`src/hw/rtl/sc3x_pkg.sv`:
```
// Shared types and constants for the 3x3 cross sharpening filter.
// Used by every module of the block but sc3x_ram; depends on nothing else.
`default_nettype none

package sc3x_pkg;

    localparam int MAX_WIDTH_DEF    = 1024;
    localparam int MAX_CHANNELS_DEF = 4;

    localparam int ROW_SLOTS   = 3;
    localparam int PIX_W       = 8;
    localparam int ROW_W       = 12;
    localparam int OCOL_W      = 10;
    localparam int OCH_W       = 2;
    localparam int IMG_W_W     = 11;
    localparam int IMG_H_W     = 12;
    localparam int CH_CNT_W    = 3;

    localparam int WIDTH_RST   = 640;
    localparam int HEIGHT_RST  = 480;
    localparam int CHAN_RST    = 1;
    localparam int MIN_WIDTH   = 3;
    localparam int MIN_HEIGHT  = 3;

    localparam int CENTER_GAIN = 5;
    localparam int OFIFO_DEPTH = 8;

    localparam int APB_AW      = 4;
    localparam int APB_DW      = 32;

    typedef enum logic [1:0] {
        REG_IMAGE_WIDTH   = 2'd0,
        REG_IMAGE_HEIGHT  = 2'd1,
        REG_CHANNEL_COUNT = 2'd2
    } t_reg_idx;

    // One result word, packed as it leaves on the output stream.
    typedef struct packed {
        logic                last;
        logic [PIX_W-1:0]    value;
        logic [OCH_W-1:0]    chan;
        logic [OCOL_W-1:0]   col;
        logic [ROW_W-1:0]    row;
    } t_result;

    // Per-word control bits handed from the sequencer to the kernel stage.
    typedef struct packed {
        logic valid;
        logic first_col;
        logic border;
        logic has_res;
        logic last_row;
    } t_item_flags;

endpackage

`default_nettype wire

```
`src/hw/rtl/sc3x_ofifo.sv`:
```
// Output queue of result words: up to two pushes and one pop per cycle.
// Uses sc3x_pkg for the result type and the depth.
`default_nettype none

module sc3x_ofifo (
    input  wire logic              i_clk,
    input  wire logic              i_rst_n,
    input  wire logic [1:0]        i_push_cnt,
    input  wire sc3x_pkg::t_result i_res0,
    input  wire sc3x_pkg::t_result i_res1,
    input  wire logic              i_pop,
    output logic                   o_valid,
    output sc3x_pkg::t_result      o_head,
    output logic [$clog2(sc3x_pkg::OFIFO_DEPTH + 1)-1:0] o_count
);

    localparam int DEPTH = sc3x_pkg::OFIFO_DEPTH;
    localparam int PTRW  = $clog2(DEPTH);
    localparam int CNTW  = $clog2(DEPTH + 1);

    sc3x_pkg::t_result r_mem [DEPTH];

    logic [PTRW-1:0] r_wr, n_wr;
    logic [PTRW-1:0] r_rd, n_rd;
    logic [CNTW-1:0] r_cnt, n_cnt;
    logic            pop_ok;

    assign pop_ok  = i_pop && (r_cnt != '0);
    assign o_valid = (r_cnt != '0);
    assign o_head  = r_mem[r_rd];
    assign o_count = r_cnt;

    always_comb begin
        n_wr  = r_wr + PTRW'(i_push_cnt);
        n_rd  = r_rd + PTRW'(pop_ok);
        n_cnt = r_cnt + CNTW'(i_push_cnt) - CNTW'(pop_ok);
    end

    always_ff @(posedge i_clk) begin
        if (!i_rst_n) begin
            r_wr  <= '0;
            r_rd  <= '0;
            r_cnt <= '0;
        end else begin
            r_wr  <= n_wr;
            r_rd  <= n_rd;
            r_cnt <= n_cnt;
        end
    end

    always_ff @(posedge i_clk) begin
        if (i_push_cnt != 2'd0) begin
            r_mem[r_wr] <= i_res0;
        end
        if (i_push_cnt == 2'd2) begin
            r_mem[r_wr + PTRW'(1)] <= i_res1;
        end
    end

endmodule

`default_nettype wire

```
`config.mk`:
```
export PLATFORM = sky130hd
export DESIGN_NAME = sc3x_ofifo
export DESIGN_NICKNAME = d
export VERILOG_FILES = /design/src/hw/rtl/sc3x_pkg.sv /design/src/hw/rtl/sc3x_ofifo.sv
export SDC_FILE = /design/constraint.sdc
export NUM_CORES = 1
export LEC_CHECK = 0
export BUFFER_PORTS_ARGS = -buffer_cell sky130_fd_sc_hd__buf_2
export CAP_MARGIN = 0
export CORE_UTILIZATION = 40
export DETAILED_ROUTE_END_ITERATION = 16
export HOLD_SLACK_MARGIN = 0.15
export MAX_ROUTING_LAYER = met4
export SYNTH_ARGS = -nofsm -noshare
export SYNTH_HDL_FRONTEND = slang
export SYNTH_SLANG_ARGS = --single-unit
```
`constraint.sdc`:
```
create_clock -name i_clk -period 4.2 [get_ports i_clk]
set_input_delay 0.21 -clock i_clk [delete_from_list [all_inputs] [get_ports i_clk]]
set_output_delay 0.21 -clock i_clk [all_outputs]
set_load 0.02 [all_outputs]
```
; ---- Word level (Yosys, flattened, before mapping)
; Memories as Yosys holds them, arrays and structs flattened. A register that Yosys moved wholly into a read port is not among the register bits.
; Index checks and enable logic that the tools add are counted.
[word_totals]
reg_bits = 10
mem_bits_rw = 264
output_inout_bits = 38
wordCells = 18
memories = 1
[mem_list]
columns = memory, depth, word_bits, read_ports, rd_clocked_by_memory_dff, wr, line
row1 = r_mem, 8, 33, 1, 1, 2, sc3x_ofifo.sv:21  ; sc3x_pkg::t_result r_mem [DEPTH];
[op_classes]
addsub = 5
n_eq_ne = 1
n_mux = 5
reduce_logical = 3
[ops]
columns = cell, n
row1 = adder 4 x 2 -> 4 bit, 1
row2 = 2-to-1 mux 1 bit, 4
row3 = nonzero test 4 bit, 1
row4 = subtractor 4 x 1 -> 4 bit, 1
row5 = adder 3 x 1 -> 3 bit, 1
row6 = adder 3 x 1 -> 3 bit (second input constant), 1
row7 = adder 3 x 2 -> 3 bit, 1
row8 = 2-to-1 mux 3 bit, 1
row9 = equality test 2 bit (second input constant), 1
row10 = nonzero test 2 bit, 1
row11 = logical AND 1 bit, 1

; ---- Depth between registers and ports, before layout
; Gate-level depths: netlist (run 1).
[logic_depth]
ltp_word = 4
depth_mapped = 10
depth_no_buf = 10

; ---- Worst setup path before layout (run 1)
; Ideal clock, no wire load.
[synth_path]
path_type = register to register
start = reg r_wr[0]
end = mem r_mem[1][0] in the netlist's numbering, enable pin
t_arrival_ps = 3147
slack_ps = 580
path_stages_with_launch = 3
n_path_buf = 0
cell_sequence = dfxtp_1 > o21ai_0 > o31ai_1
[synth_rtl]
columns = item, line
row1 = start: declaration, sc3x_ofifo.sv:23  ; logic [PTRW-1:0] r_wr, n_wr;
row2 = start signal: assignment, sc3x_ofifo.sv:45  ; r_wr <= n_wr;
row3 = end: declaration, sc3x_ofifo.sv:21

==> results of run 1 <==
[tightest hold or removal path: stages]
cell	delay, ps
buf_2	150
inv_1	130
fa_1	180
nor2b_1	40
[flip-flops by register name, summed over array words and instances, names as in the netlist]
| signal | flops |
|---|---|
| r_wr | 3 |
| r_rd | 3 |
| o_count | 4 |
| r_mem | 264 |
[area by class of cell]
cell class              instances  area [um2]
clock buffers                  40         810
inverters                       9        33.8
well taps                     448         561
multi-input cells             425        5500
repair buffers                232        1740
clock inverters                15         134
flip-flops and latches        274        8140
diodes                          2        5.00
fillers                      2895       16900
[cells by family after synthesis]
group                      after synthesis  share of synthesized area (%)
muxes                                  366                           35.2
DFF                                    274                           58.6
buffers and inverters                   53                           2.50
and+or+nand+nor                         32                           1.62
AOI/OAI and AO/OA                       12                          0.523
adders and majority gates               10                           1.01
xor gates and xnor gates                 5                          0.586
[per-stage QoR]
step,cells,hold slack (ps)
finish,1445,199
global route,1445,209
CTS,1443,178
detailed placement,1286,578
global placement,1286,572
floorplan,752,362
[timing repair]
item,4_1_cts,5_1_grt
endpoints found under the hold margin,274,0
hold buffers,102,0
gates resized for setup,0,0
[synth_stat cells, types with 2 or more instances]
cell type | number | area [um2]
and2_1 | 6 | 37.5
and4bb_2 | 2 | 25.0
buf_1 | 3 | 11.3
buf_2 | 7 | 35.0
buf_4 | 19 | 143
buf_6 | 9 | 101
clkbuf_1 | 6 | 22.5
dfxtp_1 | 10 | 200
edfxtp_1 | 264 | 7930
fa_1 | 2 | 40.0
ha_1 | 8 | 100
inv_1 | 9 | 33.8
mux2_1 | 2 | 22.5
mux2_2 | 290 | 3270
mux2_4 | 5 | 75.1
mux2i_1 | 3 | 30.0
mux4_2 | 66 | 1490
nand2_1 | 5 | 18.8
nand2_2 | 6 | 37.5
nand2b_1 | 3 | 18.8
nor2b_1 | 2 | 12.5
o21ai_0 | 5 | 25.0
o22ai_1 | 2 | 12.5
o31ai_1 | 2 | 15.0
xnor2_1 | 2 | 17.5
[how the worst max path moves through the flow]
stage | startpoint | endpoint | slack, ps | depth (start not counted)
finish | r_wr[0] | r_mem[6][22] | 930 | 6
global route | r_wr[1] | r_mem[6][18] | 790 | 6
CTS | r_wr[1] | r_mem[6][11] | 940 | 6
detailed placement | r_wr[1] | r_mem[2][10] | 1450 | 4
global placement | r_wr[2] | r_mem[4][6] | 1450 | 3
floorplan | r_wr[0] | r_mem[1][0] | 580 | 2
[cell usage in the layout, fill, tap and decap left out, drive strengths merged, types with 2 or more instances in the layout]
master,n
buf,130
edfxtp,264
dlygate4sd3,102
diode,2
clkbuf,40
o22ai,2
ha,8
bufinv,2
nor2b,2
dfxtp,10
xnor2,3
xor2,2
inv,9
mux2i,3
o31ai,2
nand2b,3
and2,6
mux4,66
nand2,11
and4bb,2
nor2,3
o21ai,5
clkinv,13
mux2,297
fa,2
[power by group]
| part | internal, mW | switching, mW |
|---|---|---|
| clock | 1.48 | 1.07 |
| combinational | 0.818 | 0.858 |
| sequential | 3.30 | 0.149 |
| total | 5.59 | 2.07 |
[metal layers]
| layer | vias up | track usage (%) | wire, um | part of all wire (%) |
|---|---|---|---|---|
| li1 | 3511 | - | - | - |
| met1 | 4081 | 27.6 | 15600 | 47 |
| met2 | 146 | 31.4 | 16000 | 48 |
| met3 | 38 | 2.24 | 1180 | 3.5 |
| met4 | 0 | 3.78 | 463 | 1.4 |
| met5 | - | - | 0 | 0 |
==> impl_metrics.sql, run 1 <==
INSERT INTO impl_metrics (metric_group, metric, value, unit) VALUES
('synthesis', 'synth_edf_count', '264', ''),
('floorplan', 'rows', '67', ''),
('cts', 'clock-sinks', '274', ''),
('cts', 'cts_root_buf', 'clkbuf_16', ''),
('min_path', 'hold-path-cell-count', '4', ''),
('setup_path', 'endpoint_kind', 'flop', ''),
('cts', 'clock_path_buffers', '3', ''),
('global_route', 'initial_antenna_violation_count', '2', ''),
('power', 'total_power', '7.66', 'mW'),
('placement', 'portBuffers', '108', ''),
('floorplan', 'floorplan.core_area', '0.0339', 'mm2'),
('timing', 'rsz0062_at_grt', 'no', ''),
('route', 'detail_route.first_pass.iterations', '5', ''),
('route', 'drc', '0', ''),
('synthesis', 'ys.warnings.count', '0', ''),
('global_route', 'grt_max_degree', '68', ''),
('cts', 'clkSlewWorstSetupHoldPaths', '60', 'ps'),
('power', 'p_leak', '5.78', 'nW'),
('cts', 'post_cts_buffers', '0', ''),
('timing', 'final-hold-violation-count', '0', ''),
('timing', 'final_min_period_over_clock_period', '77.9', '%'),
('timing', 'slew_headroom', '21.0', '%'),
('floorplan', 'ios', '109', ''),
('timing', 'period_needed', '3270', 'ps'),
('setup_path', 'worstPathCellList', 'ha_1 -> nand4b_1 -> nor2_4 -> buf_4 -> mux2_2 -> dlygate4sd3_1', ''),
('global_route', 'global_route.overflow_total', '0', ''),
('cells_and_area', 'layout.nets', '1053', ''),
('floorplan', 'floorplan.die.width', '188', 'um'),
('placement', 'placement.setup.worst_slack', '1450', 'ps'),
('synthesis', 'mappedNetlistArea', '0.0139', 'mm2'),
('route', 'initialDrtViolationCount', '389', ''),
('setup_path', 'worst-endpoint-required', '4490', 'ps'),
('route', 'num_vias', '7776', ''),
('global_route', 'grt_pass1_wl', '51500', 'um'),
('setup_path', 'cp_top_family', 'simple AND/OR/NAND/NOR gates', ''),
('route', 'vias_per_cell', '5.38', ''),
('cells_and_area', 'postLayoutCoreUtil', '50.0', '%'),
('synthesis', 'ys.flop_type', 'edfxtp_1', ''),
('synthesis', 'synthesis.instances', '752', ''),
('cts', 'h-tree-depth', '1', ''),
('route', 'postRouteWirelength', '33300', 'um'),
('global_route', 'global_route.usage.total', '19.8', '%'),
('floorplan', 'fp.dieArea', '0.0354', 'mm2'),
('setup_path', 'critical-path-slowest-cell', 'dlygate4sd3_1', ''),
('min_path', 'min_to', 'r_wr[1]', ''),
('setup_path', 'worst_r2r_startpoint', 'r_wr[0]', ''),
('timing', 'timing.final.ws_setup', '930', 'ps'),
('placement', 'place_congestion', '0.731', ''),
('synthesis', 'synth_cell_type_count', '39', ''),
('synthesis', 'synth.net_count', '833', ''),
('setup_path', 'rr_worst_depth', '6', ''),
('timing', 'achievable_frequency', '306', 'MHz'),
('power', 'power.density_cell_area', '453', 'mW/mm2'),
('synthesis', 'ys_seq_elements', '274', ''),
('floorplan', 'floorplan.initialDensity', '41.0', '%'),
('timing', 'final_max_slew_viol_count', '0', ''),
('cts', 'tritoncts', 'yes', ''),
('setup_path', 'worst-path-buf-inv', '2', ''),
('cells_and_area', 'synthToLayoutAreaGrowth', '22.0', '%'),
('setup_path', 'critical_path.max_fanout', '12', ''),
('outcome', 'run_status', 'finished, final reports clean', ''),
('cells_and_area', 'post_route_cells_drive_above_1_share', '56.4', '%'),
('setup_path', 'timing.setup.critical_path_class', 'reg2reg', ''),
('cells_and_area', 'design_area', '0.0169', 'mm2'),
('synthesis', 'yosysSeqAreaShare', '58.6', '%'),
('power', 'maximum_ir_drop_on_the_vdd_rail', '0.000340', 'V'),
('run', 'drv_cap', '0', ''),
('timing', 'worst_clock_skew', '5.01', 'ps'),
('synthesis', 'async_sr_flop_fraction', '0', '%'),
('route', 'postRouteAntennaNets', '0', ''),
('placement', 'placement.cell_area', '0.0150', 'mm2');
Power figures use the tool's default switching activity.
==> run 2, diff against run 1 <==
==> constraint.sdc (replaced) <==
create_clock -name i_clk -period 2.8 [get_ports i_clk]
set_input_delay 0.14 -clock i_clk [delete_from_list [all_inputs] [get_ports i_clk]]
set_output_delay 0.14 -clock i_clk [all_outputs]
set_load 0.02 [all_outputs]
==> run 2 against run 1 <==
Cell area rose by 0.81%. Count of clock-buffer cells in the layout rose by 5. Register-to-register slack got worse by 770 ps.
==> impl_metrics.sql, run 2 (synthesis results as in run 1) <==
INSERT INTO impl_metrics (metric_group, metric, value, unit) VALUES
('outcome', 'run_status', 'finished, final reports clean', ''),
('timing', 'final_setup_violation_count', '0', ''),
('global_route', 'global_route.overflow_total', '0', ''),
('timing', 'rsz0062_at_grt', 'no', ''),
('global_route', 'global_route.usage.met1', '25.8', '%'),
('setup_path', 'critical-path-max-stage-delay', '550', 'ps'),
('placement', 'placement.setup.worst_slack', '417', 'ps'),
('cts', 'clock-sinks', '274', ''),
('timing', 'period_needed', '2640', 'ps'),
('power', 'power.clock.fraction', '33.2', '%'),
('cells_and_area', 'synthToLayoutAreaGrowth', '23.0', '%'),
('setup_path', 'worst_r2r_startpoint', 'r_wr[1]', ''),
('global_route', 'grt_busiest_layer', 'met2', ''),
('route', 'postRouteWirelength', '32800', 'um'),
('placement', 'dp.final_hpwl', '19900', 'um'),
('timing', 'final_max_slew_viol_count', '0', ''),
('cells_and_area', 'design_area', '0.0171', 'mm2'),
('placement', 'portBuffers', '108', ''),
('route', 'vias_per_cell', '5.31', ''),
('setup_path', 'worst-path-buf-inv', '2', ''),
('global_route', 'initial_antenna_violation_count', '0', ''),
('cts', 'cts_root_buf', 'clkbuf_16', ''),
('global_route', 'grt_pass1_wl', '50400', 'um'),
('power', 'power_switching_share', '26.8', '%'),
('cells_and_area', 'layout.nets', '1058', ''),
('setup_path', 'timing.setup.critical_path_class', 'reg2reg', ''),
('cts', 'insertion_delay', '550', 'ps'),
('setup_path', 'rr_worst_depth', '6', ''),
('setup_path', 'critical-path-slowest-cell', 'dlygate4sd3_1', ''),
('placement', 'placement.cell_area', '0.0152', 'mm2'),
('route', 'detail_route.first_pass.iterations', '4', ''),
('cts', 'h-tree-depth', '1', ''),
('timing', 'final-hold-violation-count', '0', ''),
('cells_and_area', 'insertedDiodeCount', '0', ''),
('route', 'postRouteAntennaNets', '0', ''),
('cts', 'post_cts_buffers', '0', ''),
('min_path', 'hold-path-cell-count', '4', ''),
('setup_path', 'r2r_slack', '160', 'ps'),
('run', 'drv_cap', '0', ''),
('cts', 'clkSlewWorstSetupHoldPaths', '60', 'ps'),
('power', 'relative_contribution_of_sequential_cells_to_total_power', '43.8', '%'),
('setup_path', 'endpoint_kind', 'flop', ''),
('power', 'p_leak', '5.84', 'nW'),
('min_path', 'hp-start', 'i_push_cnt[1]', ''),
('cells_and_area', 'non_filler_instance_count_after_layout', '1449', ''),
('cells_and_area', 'post_route_cells_drive_above_1_share', '57.8', '%'),
('cts', 'cts-buffers-inserted', '31', ''),
('placement', 'placedCellCount', '1303', ''),
('floorplan', 'rows', '67', ''),
('power', 'p_comb_share', '23.0', '%'),
('timing', 'worst_clock_skew', '7.77', 'ps'),
('global_route', 'grt_max_degree', '38', ''),
('route', 'initialDrtViolationCount', '381', ''),
('global_route', 'global_route.usage.met2', '31.8', '%'),
('floorplan', 'floorplan.initialDensity', '41.0', '%'),
('cts', 'clock_path_buffers', '3', ''),
('global_route', 'global_route.usage.total', '19.3', '%'),
('setup_path', 'worstPathArrival', '2930', 'ps'),
('setup_path', 'worst-endpoint-required', '3090', 'ps'),
('setup_path', 'cp_top_family', 'buffers and inverters', ''),
('setup_path', 'start_kind', 'flop', ''),
('timing', 'achievable_frequency', '379', 'MHz'),
('floorplan', 'fp.dieArea', '0.0354', 'mm2'),
('setup_path', 'worstPathCellList', 'ha_2 -> and4bb_2 -> nand2_2 -> buf_4 -> mux2_2 -> dlygate4sd3_1', ''),
('cts', 'tritoncts', 'yes', ''),
('power', 'internal_power', '8.46', 'mW'),
('route', 'num_vias', '7694', ''),
('cells_and_area', 'largest_reg_flops', '264', ''),
('power', 'power.density_cell_area', '677', 'mW/mm2'),
('setup_path', 'r2r_end', 'r_mem[7][10]', ''),
('route', 'drt-wirelength-per-cell', '22.6', 'um'),
('floorplan', 'floorplan.die.width', '188', 'um'),
('cells_and_area', 'n_fill_cell', '2861', ''),
('placement', 'place_congestion', '0.752', ''),
('min_path', 'worst_hold_path_type', 'in2reg', ''),
('timing', 'timing.final.ws_setup', '161', 'ps'),
('global_route', 'met3_usage', '2.22', '%'),
('route', 'drc', '0', ''),
('power', 'power.switching', '3.10', 'mW'),
('cells_and_area', 'final_common_cell', 'mux2_2', ''),
('min_path', 'min_to', 'r_wr[1]', ''),
('floorplan', 'die_h', '188', 'um'),
('timing', 'final_min_period_over_clock_period', '94.3', '%'),
('timing', 'actual_slew_at_the_worst_max_slew_pin', '989', 'ps'),
('timing', 'slew_headroom', '34.0', '%'),
('global_route', 'grt_pass1_vias', '8253', ''),
('power', 'maximum_ir_drop_on_the_vdd_rail', '0.000515', 'V'),
('setup_path', 'critical_path.max_fanout', '12', ''),
('floorplan', 'floorplan.core_area', '0.0339', 'mm2'),
('floorplan', 'ios', '109', ''),
('cells_and_area', 'largest_register', 'r_mem', ''),
('cells_and_area', 'most-common-layout-cells', 'mux2_2 (290), edfxtp_1 (264), buf_2 (108)', '');
==> run 2: how the worst max path moves through the flow <==
stage / from / endpoint / depth (start not counted)
4_1_cts: r_wr[1] / r_mem[5][29] / 6
3_3_place_gp: r_wr[1] / r_mem[2][26] / 5
3_5_place_dp: r_wr[1] / r_mem[2][26] / 5
5_1_grt: r_wr[2] / r_mem[7][10] / 5
6_report: r_wr[1] / r_mem[7][10] / 6
2_1_floorplan: r_wr[0] / r_mem[7][0] / 2
==> run 2: area by class of cell <==
cell class / count / area, um2 / area share (%)
inverters: 9 / 33.8 / 0.198
clock inverters: 12 / 80.1 / 0.469
well taps: 448 / 561 / 3.29
multi-input cells: 425 / 5510 / 32.3
clock buffers: 45 / 878 / 5.15
repair buffers: 236 / 1860 / 10.9
flip-flops and latches: 274 / 8140 / 47.7
==> run 2: through the flow <==
step | utilization, % | power (mW) | TNS, ps | hold WS, ps
3_3_place_gp | 44.9 | 7.71 | 0 | 481
6_report | 50.4 | 11.6 | 0 | 150
5_1_grt | 50.4 | 12.0 | 0 | 189
2_1_floorplan | - | 6.85 | -89330 | 292
4_1_cts | 50.4 | 11.7 | 0 | 162
3_5_place_dp | 44.9 | 7.73 | 0 | 497
==> run 2: timing repair <==
action / 4_1_cts / 5_1_grt
hold buffers: 89 / 0
resized for setup: 0 / 3
endpoints found under the hold margin: 274 / 0
endpoints found under the setup margin: 0 / 19
==> run 2: routing by layer <==
metal	vias up	routed length [um]
met2	122	16200
met4	0	524
met3	44	1050
met1	3996	15000
li1	3532	-
met5	-	0
==> run 2: power groups by stage <==
stage	Combinational (mW)	Sequential (mW)	Clock [mW]
6_report	2.66	5.06	3.84
5_1_grt	2.86	5.09	4.07
4_1_cts	2.70	5.06	3.93
3_5_place_dp	2.58	5.15	0
3_3_place_gp	2.57	5.14	0
2_1_floorplan	1.72	5.13	0
==> run 2: worst register-to-register path, cell delays in order (launching register included) <==
cell and delay, ps:
dfxtp_2 430, ha_2 340, and4bb_2 270, nand2_2 130, buf_4 300, mux2_2 370
dlygate4sd3_1 550
==> run 3, diff against run 2 <==
--- a/config.mk
+++ b/config.mk
@@ -7,7 +7,9 @@
 export LEC_CHECK = 0
 export BUFFER_PORTS_ARGS = -buffer_cell sky130_fd_sc_hd__buf_2
 export CAP_MARGIN = 0
+export CORE_ASPECT_RATIO = 0.5
 export CORE_UTILIZATION = 40
+export CTS_CLUSTER_DIAMETER = 150
 export DETAILED_ROUTE_END_ITERATION = 16
 export HOLD_SLACK_MARGIN = 0.15
 export MAX_ROUTING_LAYER = met4
==> constraint.sdc (replaced) <==
create_clock -name i_clk -period 3.2 [get_ports i_clk]
set_input_delay 0.16 -clock i_clk [delete_from_list [all_inputs] [get_ports i_clk]]
set_output_delay 0.16 -clock i_clk [all_outputs]
set_load 0.02 [all_outputs]
==> run 3 against run 2 <==
Maximum frequency decreased by 12%. Clock power is 20% lower. Flip-flop and latch count stayed put. Die area increased by 0.13%. Critical path type unchanged. Critical endpoint is now r_mem[3][3].
==> impl_metrics.sql, run 3 (synthesis results as in run 1) <==
INSERT INTO impl_metrics (metric_group, metric, value, unit) VALUES
('outcome', 'run_status', 'finished, final reports clean', ''),
('cells_and_area', 'post_route_cells_drive_above_1_share', '57.0', '%'),
('route', 'drt-wirelength-per-cell', '22.5', 'um'),
('timing', 'rsz0062_at_grt', 'no', ''),
('floorplan', 'die_h', '134', 'um'),
('route', 'num_vias', '7804', ''),
('setup_path', 'critical_path.max_fanout', '14', ''),
('global_route', 'initial_antenna_violation_count', '0', ''),
('setup_path', 'endpoint_kind', 'flop', ''),
('power', 'total_power', '9.87', 'mW'),
('global_route', 'grt_pass1_wl', '50500', 'um'),
('cts', 'cts_root_buf', 'clkbuf_16', ''),
('route', 'wl_met1', '15100', 'um'),
('cells_and_area', 'largest_register', 'r_mem', ''),
('route', 'postRouteWirelength', '32900', 'um'),
('route', 'postRouteAntennaNets', '0', ''),
('timing', 'slew_headroom', '36.1', '%'),
('placement', 'portBuffers', '108', ''),
('cells_and_area', 'insertedDiodeCount', '0', ''),
('cells_and_area', 'n_fill_cell', '2826', ''),
('run', 'drv_cap', '0', ''),
('timing', 'worst_clock_skew', '10.9', 'ps'),
('min_path', 'worst_hold_path_type', 'in2reg', ''),
('route', 'route.met3.wl', '1170', 'um'),
('timing', 'period_needed', '3010', 'ps'),
('cells_and_area', 'non_filler_instance_count_after_layout', '1465', ''),
('global_route', 'grt_max_degree', '40', ''),
('cells_and_area', 'design_area', '0.0170', 'mm2'),
('route', 'detailroute.wirelength.met2', '16100', 'um'),
('cts', 'h-tree-depth', '1', ''),
('timing', 'final_min_period_over_clock_period', '94.0', '%'),
('power', 'maximum_ir_drop_on_the_vdd_rail', '0.000352', 'V'),
('placement', 'placement.setup.worst_slack', '732', 'ps'),
('floorplan', 'floorplan.initialDensity', '41.3', '%'),
('timing', 'actual_slew_at_the_worst_max_slew_pin', '959', 'ps'),
('cts', 'tritoncts', 'yes', ''),
('setup_path', 'timing.setup.critical_path_class', 'reg2reg', ''),
('route', 'vias_per_cell', '5.33', ''),
('cells_and_area', 'largest_reg_flops', '264', ''),
('timing', 'final_max_slew_viol_count', '0', ''),
('floorplan', 'fp.dieArea', '0.0355', 'mm2'),
('timing', 'timing.final.ws_setup', '192', 'ps'),
('route', 'initialDrtViolationCount', '426', ''),
('cells_and_area', 'most-common-layout-cells', 'mux2_2 (290), edfxtp_1 (264), buf_2 (108)', ''),
('timing', 'final-hold-violation-count', '0', ''),
('floorplan', 'rows', '47', ''),
('cts', 'clock_path_buffers', '3', ''),
('cells_and_area', 'synthToLayoutAreaGrowth', '22.8', '%'),
('floorplan', 'floorplan.die.width', '265', 'um'),
('cells_and_area', 'final_common_cell', 'mux2_2', ''),
('global_route', 'grt_pass1_vias', '8425', ''),
('floorplan', 'floorplan.core_area', '0.0336', 'mm2'),
('timing', 'final_setup_violation_count', '0', ''),
('cts', 'cts_resized', '0', ''),
('cts', 'insertion_delay', '540', 'ps'),
('placement', 'dp.final_hpwl', '19800', 'um'),
('cts', 'clock-sinks', '274', ''),
('power', 'p_leak', '5.82', 'nW'),
('global_route', 'global_route.usage.total', '19.4', '%'),
('power', 'power.density_cell_area', '579', 'mW/mm2'),
('floorplan', 'ios', '109', ''),
('route', 'highest_metal_layer_used_by_the_detailed_router', 'met4', ''),
('route', 'detail_route.first_pass.iterations', '4', ''),
('cts', 'post_cts_buffers', '0', ''),
('placement', 'placedCellCount', '1312', ''),
('timing', 'tns', '0', 'ps'),
('global_route', 'global_route.overflow_total', '0', ''),
('cts', 'clkSlewWorstSetupHoldPaths', '70', 'ps'),
('route', 'drc', '0', ''),
('cells_and_area', 'layout.nets', '1061', ''),
('setup_path', 'worstPathArrival', '3290', 'ps'),
('placement', 'placement.cell_area', '0.0152', 'mm2'),
('setup_path', 'worst-endpoint-required', '3480', 'ps'),
('timing', 'achievable_frequency', '332', 'MHz'),
('timing', 'fin_worst_hold_slack', '518', 'ps'),
('cts', 'cts-buffers-inserted', '27', ''),
('setup_path', 'start_kind', 'flop', ''),
('cells_and_area', 'postLayoutCoreUtil', '50.8', '%'),
('placement', 'place_congestion', '0.756', '');
[run 3: routing by layer]
layer	global-route usage, %	vias up
li1	-	3522
met1	26.5	4116
met2	31.3	125
met3	2.77	41
met4	3.56	0
met5	-	-
[run 3: what timing repair did]
| item | CTS | global route |
|---|---|---|
| hold buffers | 104 | 0 |
| endpoints found under the setup margin | 0 | 0 |
| hold endpoints to repair | 274 | 0 |
[run 3: path summary, 6_finish.rpt]
path / end / slack (ps) / startpoint / cells past startpoint
worst max-delay path: r_mem[3][3] / 190 / r_wr[1] / 6
worst min-delay path: r_rd[2] / 520 / i_rst_n / 3
worst max register to register: r_mem[3][3] / 190 / r_wr[1] / 6
worst min register to register: o_count[3] / 700 / o_count[3] / 4
[run 3: final cells by class]
class	instances	area, um2	share of cell area, %
multi-input cells	425	5500	32.3
flip-flops and latches	274	8140	47.7
well taps	465	582	3.41
clock buffers	29	683	4.01
clock inverters	20	164	0.962
repair buffers	243	1940	11.4
inverters	9	33.8	0.198
[run 3: where the power goes]
group,leakage [nW],internal [mW],switching [mW]
clock,0.426,1.71,1.38
combinational,2.89,1.12,1.18
sequential,2.51,4.32,0.161
total,5.82,7.16,2.72
[run 3: critical path, stage by stage, from the launching register on]
cell	delay, ps
dfxtp_1	500
ha_1	350
and4bb_2	290
nand2_2	270
buf_4	380
mux2_2	380
dlygate4sd3_1	580
